<file path="config.mk">
export PLATFORM = sky130hd
export DESIGN_NAME = infix_to_postfix_converter_unit
export DESIGN_NICKNAME = d
export VERILOG_FILES = /design/src/itp_pkg.sv /design/src/itp_ram.sv /design/src/infix_to_postfix_converter_unit.sv
export SDC_FILE = /design/constraint.sdc
export NUM_CORES = 1
export LEC_CHECK = 0
export ABC_AREA = 1
export BUFFER_PORTS_ARGS = -buffer_cell sky130_fd_sc_hd__buf_2
export CAP_MARGIN = 10
export CORE_AREA = 3 3 198 200
export CTS_CLUSTER_SIZE = 8
export DETAILED_ROUTE_END_ITERATION = 8
export DIE_AREA = 0 0 201 203
export PLACE_DENSITY = 0.67
export SLEW_MARGIN = 20
export SYNTH_ARGS = -nofsm -noshare
export SYNTH_HDL_FRONTEND = slang
export SYNTH_HIERARCHICAL = 1
export SYNTH_SLANG_ARGS = --single-unit
</file>
<file path="constraint.sdc">
create_clock -name i_clk -period 5.5 [get_ports i_clk]
set_input_delay 0.55 -clock i_clk [delete_from_list [all_inputs] [get_ports i_clk]]
set_output_delay 0.55 -clock i_clk [all_outputs]
set_load 0.01 [all_outputs]
</file>
<file path="src/itp_pkg.sv">
// Shared types, codes and helper functions of the infix-to-postfix converter.
package itp_pkg;

    localparam logic [2:0] ACT_OPERAND  = 3'd0;
    localparam logic [2:0] ACT_OPERATOR = 3'd1;
    localparam logic [2:0] ACT_FUNCTION = 3'd2;
    localparam logic [2:0] ACT_OPEN     = 3'd3;
    localparam logic [2:0] ACT_CLOSE    = 3'd4;
    localparam logic [2:0] ACT_END      = 3'd5;

    localparam logic [1:0] KIND_OPERAND  = 2'd0;
    localparam logic [1:0] KIND_OPERATOR = 2'd1;
    localparam logic [1:0] KIND_FUNCTION = 2'd2;
    localparam logic [1:0] KIND_END      = 2'd3;

    localparam logic [1:0] ENT_PAREN = 2'd0;
    localparam logic [1:0] ENT_OP    = 2'd1;
    localparam logic [1:0] ENT_FUNC  = 2'd2;

    localparam logic [1:0] FAULT_NONE     = 2'd0;
    localparam logic [1:0] FAULT_CLOSE    = 2'd1;
    localparam logic [1:0] FAULT_OPEN     = 2'd2;
    localparam logic [1:0] FAULT_OVERFLOW = 2'd3;

    localparam logic [3:0] OP_MINUS  = 4'd1;
    localparam logic [3:0] OP_POW    = 4'd4;
    localparam logic [3:0] OP_MAX    = 4'd5;
    localparam logic [3:0] FUNC_MAX  = 4'd13;

    localparam int ENTRY_W = 6;

    typedef struct packed {
        logic [2:0]  action;
        logic [3:0]  code;
        logic [63:0] operand_word;
    } t_in_item;

    typedef struct packed {
        logic [1:0]  out_kind;
        logic [3:0]  out_code;
        logic [63:0] out_operand;
        logic [1:0]  fault;
        logic        last;
    } t_out_item;

    function automatic logic [1:0] prec_of(input logic [ENTRY_W-1:0] entry);
        logic [1:0] p;
        if (entry[5:4] != ENT_OP) begin
            p = 2'd0;
        end else if (entry[3:0] <= OP_MINUS) begin
            p = 2'd1;
        end else if (entry[3:0] == OP_POW) begin
            p = 2'd3;
        end else begin
            p = 2'd2;
        end
        return p;
    endfunction

    function automatic t_out_item entry_item(input logic [ENTRY_W-1:0] entry);
        t_out_item r;
        r.out_kind    = entry[5:4];
        r.out_code    = entry[3:0];
        r.out_operand = 64'd0;
        r.fault       = FAULT_NONE;
        r.last        = 1'b0;
        return r;
    endfunction

    function automatic t_out_item marker_item(input logic [1:0] kind, input logic [1:0] flt);
        t_out_item r;
        r.out_kind    = kind;
        r.out_code    = 4'd0;
        r.out_operand = 64'd0;
        r.fault       = flt;
        r.last        = 1'b0;
        return r;
    endfunction

endpackage

</file>
<file path="src/itp_ram.sv">
// Generic single-port-write, single-port-read RAM with registered read data.
module itp_ram #(
    parameter int WIDTH = 6,
    parameter int DEPTH = 32
) (
    input  logic                     i_clk,
    input  logic                     i_we,
    input  logic [$clog2(DEPTH)-1:0] i_waddr,
    input  logic [WIDTH-1:0]         i_wdata,
    input  logic [$clog2(DEPTH)-1:0] i_raddr,
    output logic [WIDTH-1:0]         o_rdata
);

    logic [WIDTH-1:0] r_mem [DEPTH];
    logic [WIDTH-1:0] r_rdata;

    always_ff @(posedge i_clk) begin
        if (i_we) begin
            r_mem[i_waddr] <= i_wdata;
        end
        r_rdata <= r_mem[i_raddr];
    end

    assign o_rdata = r_rdata;

endmodule

</file>
<file path="src/infix_to_postfix_converter_unit.sv">
// Top level of the infix-to-postfix converter: stack sequencer, stack RAM and output stage.
// An operand passes through the token registers, the hold register and the output register.
// Each token is accepted, then decoded; each popped entry is emitted (parentheses excepted),
// then the new top is reloaded from the stack RAM, and a closing step ends the token.
// The next token is accepted once the previous one has handed over its final result.
// Reset clears the stack count, the sequencer and the output stage; stack RAM contents
// are not cleared, since no entry is used before it is written.
module infix_to_postfix_converter_unit #(
    parameter int STACK_DEPTH = 32
) (
    input  logic               i_clk,
    input  logic               i_rst_n,
    input  logic               i_in_valid,
    output logic               o_in_stall,
    input  itp_pkg::t_in_item  i_in_data,
    output logic               o_out_valid,
    input  logic               i_out_stall,
    output itp_pkg::t_out_item o_out_data
);

    localparam int AW = $clog2(STACK_DEPTH);
    localparam int CW = $clog2(STACK_DEPTH + 1);

    typedef enum logic [1:0] {S_IDLE, S_WORK, S_LOAD, S_FIN} t_state;
    typedef enum logic [1:0] {PH_SEARCH, PH_CHECK, PH_DONE} t_phase;

    t_state                        r_state, n_state;
    t_phase                        r_phase, n_phase;
    logic [2:0]                    r_act, n_act;
    logic [3:0]                    r_code, n_code;
    logic [63:0]                   r_word, n_word;
    logic [CW-1:0]                 r_count, n_count;
    logic [itp_pkg::ENTRY_W-1:0]   r_top, n_top;
    logic [1:0]                    r_endflt, n_endflt;
    logic                          r_hold_v, n_hold_v;
    itp_pkg::t_out_item            r_hold, n_hold;
    logic                          r_ov, n_ov;
    itp_pkg::t_out_item            r_out, n_out;

    logic                          mem_we;
    logic [AW-1:0]                 mem_waddr;
    logic [AW-1:0]                 mem_raddr;
    logic [itp_pkg::ENTRY_W-1:0]   mem_rdata;
    logic [itp_pkg::ENTRY_W-1:0]   cur_entry;

    logic                          can_emit;
    logic                          gen_ok;
    logic                          gen_req;
    itp_pkg::t_out_item            gen_item;
    logic                          pop_req;
    logic                          push_req;
    logic                          mv;
    logic                          mv_last;
    logic                          bad_token;

    itp_ram #(
        .WIDTH (itp_pkg::ENTRY_W),
        .DEPTH (STACK_DEPTH)
    ) u_stack (
        .i_clk   (i_clk),
        .i_we    (mem_we),
        .i_waddr (mem_waddr),
        .i_wdata (cur_entry),
        .i_raddr (mem_raddr),
        .o_rdata (mem_rdata)
    );

    assign can_emit  = !r_ov || !i_out_stall;
    assign gen_ok    = !r_hold_v || can_emit;
    assign mem_waddr = r_count[AW-1:0];
    assign mem_raddr = AW'(r_count - CW'(2));

    always_comb begin
        unique case (r_act)
            itp_pkg::ACT_OPERATOR: cur_entry = {itp_pkg::ENT_OP, r_code};
            itp_pkg::ACT_FUNCTION: cur_entry = {itp_pkg::ENT_FUNC, r_code};
            default:               cur_entry = {itp_pkg::ENT_PAREN, 4'd0};
        endcase
    end

    assign bad_token = (r_act > itp_pkg::ACT_END)
        || (r_act == itp_pkg::ACT_OPERATOR && r_code > itp_pkg::OP_MAX)
        || (r_act == itp_pkg::ACT_FUNCTION && r_code > itp_pkg::FUNC_MAX);

    always_comb begin
        n_state  = r_state;
        n_phase  = r_phase;
        n_act    = r_act;
        n_code   = r_code;
        n_word   = r_word;
        n_count  = r_count;
        n_top    = r_top;
        n_endflt = r_endflt;
        n_hold_v = r_hold_v;
        n_hold   = r_hold;
        n_out    = r_out;
        n_ov     = r_ov && i_out_stall;
        gen_req  = 1'b0;
        gen_item = itp_pkg::marker_item(itp_pkg::KIND_OPERAND, itp_pkg::FAULT_NONE);
        pop_req  = 1'b0;
        push_req = 1'b0;
        mv       = 1'b0;
        mv_last  = 1'b0;
        mem_we   = 1'b0;

        unique case (r_state)
            S_IDLE: begin
                if (i_in_valid) begin
                    n_act    = i_in_data.action;
                    n_code   = i_in_data.code;
                    n_word   = i_in_data.operand_word;
                    n_phase  = PH_SEARCH;
                    n_endflt = itp_pkg::FAULT_NONE;
                    n_state  = S_WORK;
                end
            end
            S_WORK: begin
                if (bad_token) begin
                    n_state = S_FIN;
                end else begin
                    unique case (r_act)
                        itp_pkg::ACT_OPERAND: begin
                            if (gen_ok) begin
                                gen_req = 1'b1;
                                gen_item.out_operand = r_word;
                                n_state = S_FIN;
                            end
                        end
                        itp_pkg::ACT_OPERATOR: begin
                            if (r_code != itp_pkg::OP_POW && r_count != '0
                                    && itp_pkg::prec_of(r_top) >= itp_pkg::prec_of(cur_entry)) begin
                                if (gen_ok) begin
                                    gen_req  = 1'b1;
                                    gen_item = itp_pkg::entry_item(r_top);
                                    pop_req  = 1'b1;
                                end
                            end else begin
                                push_req = 1'b1;
                            end
                        end
                        itp_pkg::ACT_FUNCTION, itp_pkg::ACT_OPEN: begin
                            push_req = 1'b1;
                        end
                        itp_pkg::ACT_CLOSE: begin
                            unique case (r_phase)
                                PH_SEARCH: begin
                                    if (r_count == '0) begin
                                        if (gen_ok) begin
                                            gen_req  = 1'b1;
                                            gen_item = itp_pkg::marker_item(
                                                itp_pkg::KIND_OPERAND, itp_pkg::FAULT_CLOSE);
                                            n_state  = S_FIN;
                                        end
                                    end else if (r_top[5:4] == itp_pkg::ENT_PAREN) begin
                                        pop_req = 1'b1;
                                        n_phase = PH_CHECK;
                                    end else if (gen_ok) begin
                                        gen_req  = 1'b1;
                                        gen_item = itp_pkg::entry_item(r_top);
                                        pop_req  = 1'b1;
                                    end
                                end
                                PH_CHECK: begin
                                    if (r_count != '0 && r_top[5:4] == itp_pkg::ENT_FUNC) begin
                                        if (gen_ok) begin
                                            gen_req  = 1'b1;
                                            gen_item = itp_pkg::entry_item(r_top);
                                            pop_req  = 1'b1;
                                            n_phase  = PH_DONE;
                                        end
                                    end else begin
                                        n_state = S_FIN;
                                    end
                                end
                                default: begin
                                    n_state = S_FIN;
                                end
                            endcase
                        end
                        itp_pkg::ACT_END: begin
                            if (r_count == '0) begin
                                if (gen_ok) begin
                                    gen_req  = 1'b1;
                                    gen_item = itp_pkg::marker_item(itp_pkg::KIND_END, r_endflt);
                                    n_state  = S_FIN;
                                end
                            end else if (r_top[5:4] == itp_pkg::ENT_PAREN) begin
                                pop_req  = 1'b1;
                                n_endflt = itp_pkg::FAULT_OPEN;
                            end else if (gen_ok) begin
                                gen_req  = 1'b1;
                                gen_item = itp_pkg::entry_item(r_top);
                                pop_req  = 1'b1;
                            end
                        end
                        default: begin
                            n_state = S_FIN;
                        end
                    endcase
                end
            end
            S_LOAD: begin
                n_top   = mem_rdata;
                n_state = S_WORK;
            end
            S_FIN: begin
                if (!r_hold_v) begin
                    n_state = S_IDLE;
                end else if (can_emit) begin
                    mv       = 1'b1;
                    mv_last  = 1'b1;
                    n_hold_v = 1'b0;
                    n_state  = S_IDLE;
                end
            end
            default: begin
                n_state = S_IDLE;
            end
        endcase

        if (push_req) begin
            if (r_count >= CW'(STACK_DEPTH)) begin
                if (gen_ok) begin
                    gen_req  = 1'b1;
                    gen_item = itp_pkg::marker_item(itp_pkg::KIND_OPERAND,
                                                    itp_pkg::FAULT_OVERFLOW);
                    n_state  = S_FIN;
                end
            end else begin
                mem_we  = 1'b1;
                n_top   = cur_entry;
                n_count = r_count + CW'(1);
                n_state = S_FIN;
            end
        end

        if (pop_req) begin
            n_count = r_count - CW'(1);
            n_state = S_LOAD;
        end

        if (gen_req) begin
            mv       = r_hold_v;
            n_hold   = gen_item;
            n_hold_v = 1'b1;
        end

        if (mv) begin
            n_out      = r_hold;
            n_out.last = mv_last;
            n_ov       = 1'b1;
        end
    end

    always_ff @(posedge i_clk) begin
        r_act  <= n_act;
        r_code <= n_code;
        r_word <= n_word;
        r_top  <= n_top;
        r_hold <= n_hold;
        r_out  <= n_out;
        if (!i_rst_n) begin
            r_state  <= S_IDLE;
            r_phase  <= PH_SEARCH;
            r_count  <= '0;
            r_endflt <= itp_pkg::FAULT_NONE;
            r_hold_v <= 1'b0;
            r_ov     <= 1'b0;
        end else begin
            r_state  <= n_state;
            r_phase  <= n_phase;
            r_count  <= n_count;
            r_endflt <= n_endflt;
            r_hold_v <= n_hold_v;
            r_ov     <= n_ov;
        end
    end

    assign o_in_stall  = (r_state != S_IDLE);
    assign o_out_valid = r_ov;
    assign o_out_data  = r_out;

    a_count_bound: assert property (@(posedge i_clk) disable iff (!i_rst_n)
        r_count <= CW'(STACK_DEPTH))
        else $error("stack count above depth");

    a_idle_hold_empty: assert property (@(posedge i_clk) disable iff (!i_rst_n)
        !o_in_stall |-> !r_hold_v)
        else $error("token accepted while a result is still held");

    a_end_is_last: assert property (@(posedge i_clk) disable iff (!i_rst_n)
        (o_out_valid && o_out_data.out_kind == itp_pkg::KIND_END) |-> o_out_data.last)
        else $error("end marker without last flag");

    a_fault_is_last: assert property (@(posedge i_clk) disable iff (!i_rst_n)
        (o_out_valid && o_out_data.fault != itp_pkg::FAULT_NONE) |-> o_out_data.last)
        else $error("fault result without last flag");

endmodule
</file>
==> flow_summary.toml <==
[synthesis]
syn_area_per_cell_sq_um = 12.58
ys_top_cells_by_area = "edfxtp_1 72%, nand2_1 8.6%, nand3_1 5.1%, nor2_1 3.0%, dfxtp_1 3.0%"
yosys-top-cells-count = "408 x edfxtp_1, 388 x nand2_1, 172 x nand3_1, 137 x nor2_1, 50 x inv_1"
syn_inst = 1346
ys_warn_count = 6
ys.flop_type = "edfxtp_1"
netlist_area_sq_um = 16930
synth_nets = 1429
async_flop_share_pct = 0
synth-edff-count = 408
yosysTopAreaCellShare_pct = 72.38
ys_types = 41
yosysTopAreaCell = "edfxtp_1"
yosysSeqAreaShare_pct = 75.33
ys_ff_latch = 433
yosysMostFrequentCell = "edfxtp_1"

[clock_network]
cts_sinks = 433
htree_levels = 2
cts_resized = 0
clockBufferDepth = 3
cts_tree = "yes"
clk_pin_slew_ns = 0.05
postCtsSetupRepairBufs = 0
clock_latency_ns = 0.61
cts-root-buf = "clkbuf_16"
cts_buffers = 60
cts_hold_buf = 0

[detailed_routing]
viasPerCell = 5.093
dr.pass1.iters = 5
drcViolationCount = 0
drtIter0Drc = 774
antenna_left = 0
wl_mm = 36.14
num_vias = 10527
avgRoutedWirePerCell_um = 17.48

[global_routing]
grtUsageMet1_pct = 22.51
use_met3_pct = 4.121
grt_usage_pct = 17.47
grt_busiest_layer = "met2"
antenna_found_initial = 3
overflow = 0
grt_pass1_vias = 10478
grt_max_degree = 97
grtUsageMet2_pct = 28.99
grt_pass1_wl_mm = 56.25

[flow_run]
maxCapViolCount = 0

[timing]
finalCritPeriodShare_pct = 71.80
fmax_mhz = 253.2
whs_ns = 0.1246
hold_viol = 0
timing.slew.headroom_pct = 34.23
drv_slew = 0
tns_ns = 0
final-setup-viol-count = 0
grt_setup_unrepaired = "no"
fin_ws_ns = 1.551
tightest_slew_ns = 0.9865
fin_worst_skew_ns = 0.03138
period_needed_ns = 3.949

[worst_setup_path]
arrival_ns = 4.18
crit_type = "flip-flop to flip-flop"
endpoint_kind = "flip-flop"
cp.required_ns = 5.73
worst-path-max-fanout = 8
cp-start-kind = "flip-flop"

[floorplanning]
num_rows = 71
fp.coreArea_sq_um = 37580
dieArea_sq_um = 40800
ios = 150
start_util_pct = 45.05
dieHeight_um = 203
die_w_um = 201

[place]
placed_cells = 1960
place_congestion = 0.8639
dpl.hpwl_mm = 22.13
place_ws_ns = 1.577
numPortBuffers = 149

[finish]
drive_above_1_share_pct = 17.45
ff_latch_area_sq_um = 12750
multiInputGateArea_sq_um = 3607
nets = 1594
areaGrowthSynthToFinish_pct = 16.98
stdcell_count = 2067
nFillCells = 3141

[pwr]
p_leak_nw = 7.466
power_per_cell_area_nw_per_um2 = 399.4
ir_drop_v = 0.0002469

[outcome]
status = "finished clean"

[hold_path]
hp-class = "primary input to flip-flop"
-- cells by family (layout without fill, tap and decap cells) --
group / Yosys count / after routing / share of synthesized area (%)
flip-flops: 433 / 433 / 75.33
AO/OA/AOI/OAI: 46 / 46 / 1.604
adder cells (fa/ha/maj): 8 / 8 / 0.6357
AND/OR/NAND/NOR: 735 / 735 / 18.65
buffers and inverters: 119 / 326 / 3.518
other: 0 / 3 / 0
XOR/XNOR: 5 / 5 / 0.2588
-- layout make-up --
| type | instances | area share (%) |
|---|---|---|
| repair buffers | 163 | 4.360 |
| diodes | 3 | 0.03791 |
| clock inverters | 4 | 0.2654 |
| flip-flops and latches | 433 | 64.41 |
| clock buffers | 100 | 8.341 |
| multi-input cells | 794 | 18.22 |
| inverters | 59 | 1.144 |
| well taps | 511 | 3.229 |
-- final timing paths --
check,startpoint,endpoint,slack [ns],cells after the start
worst max-delay path,r_act[2]$_DFFE_PP_,u_stack/r_mem[30][4]$_DFFE_PP_,1.55,20
worst min-delay path,i_in_data[59],r_word[59]$_DFFE_PP_,0.12,1
worst max register to register,r_act[2]$_DFFE_PP_,u_stack/r_mem[30][4]$_DFFE_PP_,1.55,20
worst min register to register,r_hold[18]$_DFFE_PP_,o_out_data[18]$_DFFE_PP_,0.41,0
-- power breakdown --
group          internal, mW  total [mW]  switching (mW)
logic                 0.226       0.801           0.575
registers              3.75        3.82          0.0669
clock network          2.01        3.29            1.27
-- critical path, cell delays in order (launching register included) --
cell      delay, ns
edfxtp_1       0.54
inv_2          0.11
nand2_1        0.08
nor2_2         0.10
inv_1          0.05
nand2_1        0.07
inv_1          0.10
nor2_2         0.12
nor2_1         0.05
o211ai_1       0.08
inv_1          0.06
ha_1           0.26
o21ai_0        0.15
nand2_1        0.09
nand3_1        0.07
nand2_1        0.06
nand2_1        0.14
nand2_4        0.08
nor2_4         0.15
nand3_1        0.55
nor2_1         0.65
-- placed cells by master (no fill, tap or decap), types with 3 or more instances in the layout --
cell       Yosys  layout
edfxtp_1     408     408
nand2_1      388     387
nand3_1      172     172
buf_2         28     149
nor2_1       137     133
clkbuf_16      0      60
inv_1         50      48
clkbuf_1      14      40
dfxtp_1       25      24
a21oi_1       14      14
o21ai_0       13      13
buf_4          5      13
inv_2          7       9
nor2_2         6       8
nand3_2        7       7
nor2_4         5       7
ha_1           7       7
a31oi_1        6       6
nand4_1        4       4
nand2_4        3       4
nor3_1         4       4
diode_2        0       3
xor2_1         3       3
a21boi_0       3       3
o211ai_1       3       3
-- flip-flops by register name, summed over array words and instances (netlist names) --
name / cells
r_top: 6
o_out_valid: 1
r_hold_v: 1
r_word: 64
r_hold: 72
r_count: 6
o_out_data: 73
r_endflt: 1
r_state: 2
u_stack/o_rdata: 6
r_code: 4
r_phase: 2
r_act: 3
u_stack/r_mem: 192
-- metal layers --
| layer | vias to the layer above | part of all wire, % |
|---|---|---|
| met4 | 0 | 2.6 |
| met5 | - | 0 |
| li1 | 5003 | - |
| met2 | 409 | 49 |
| met3 | 78 | 6.9 |
| met1 | 5037 | 41 |
-- metrics by stage --
| stage | cell area [sq um] | utilization [%] | total power, mW |
|---|---|---|---|
| 3_3_place_gp | 18090 | 48.14 | 4.658 |
| 5_1_grt | 19800 | 52.70 | 8.251 |
| 6_report | 19800 | 52.70 | 7.909 |
| 4_1_cts | 19790 | 52.68 | 7.979 |
| 2_1_floorplan | 16930 | - | 4.437 |
| 3_5_place_dp | 18090 | 48.14 | 4.671 |
(Power assumes the default switching activity.)
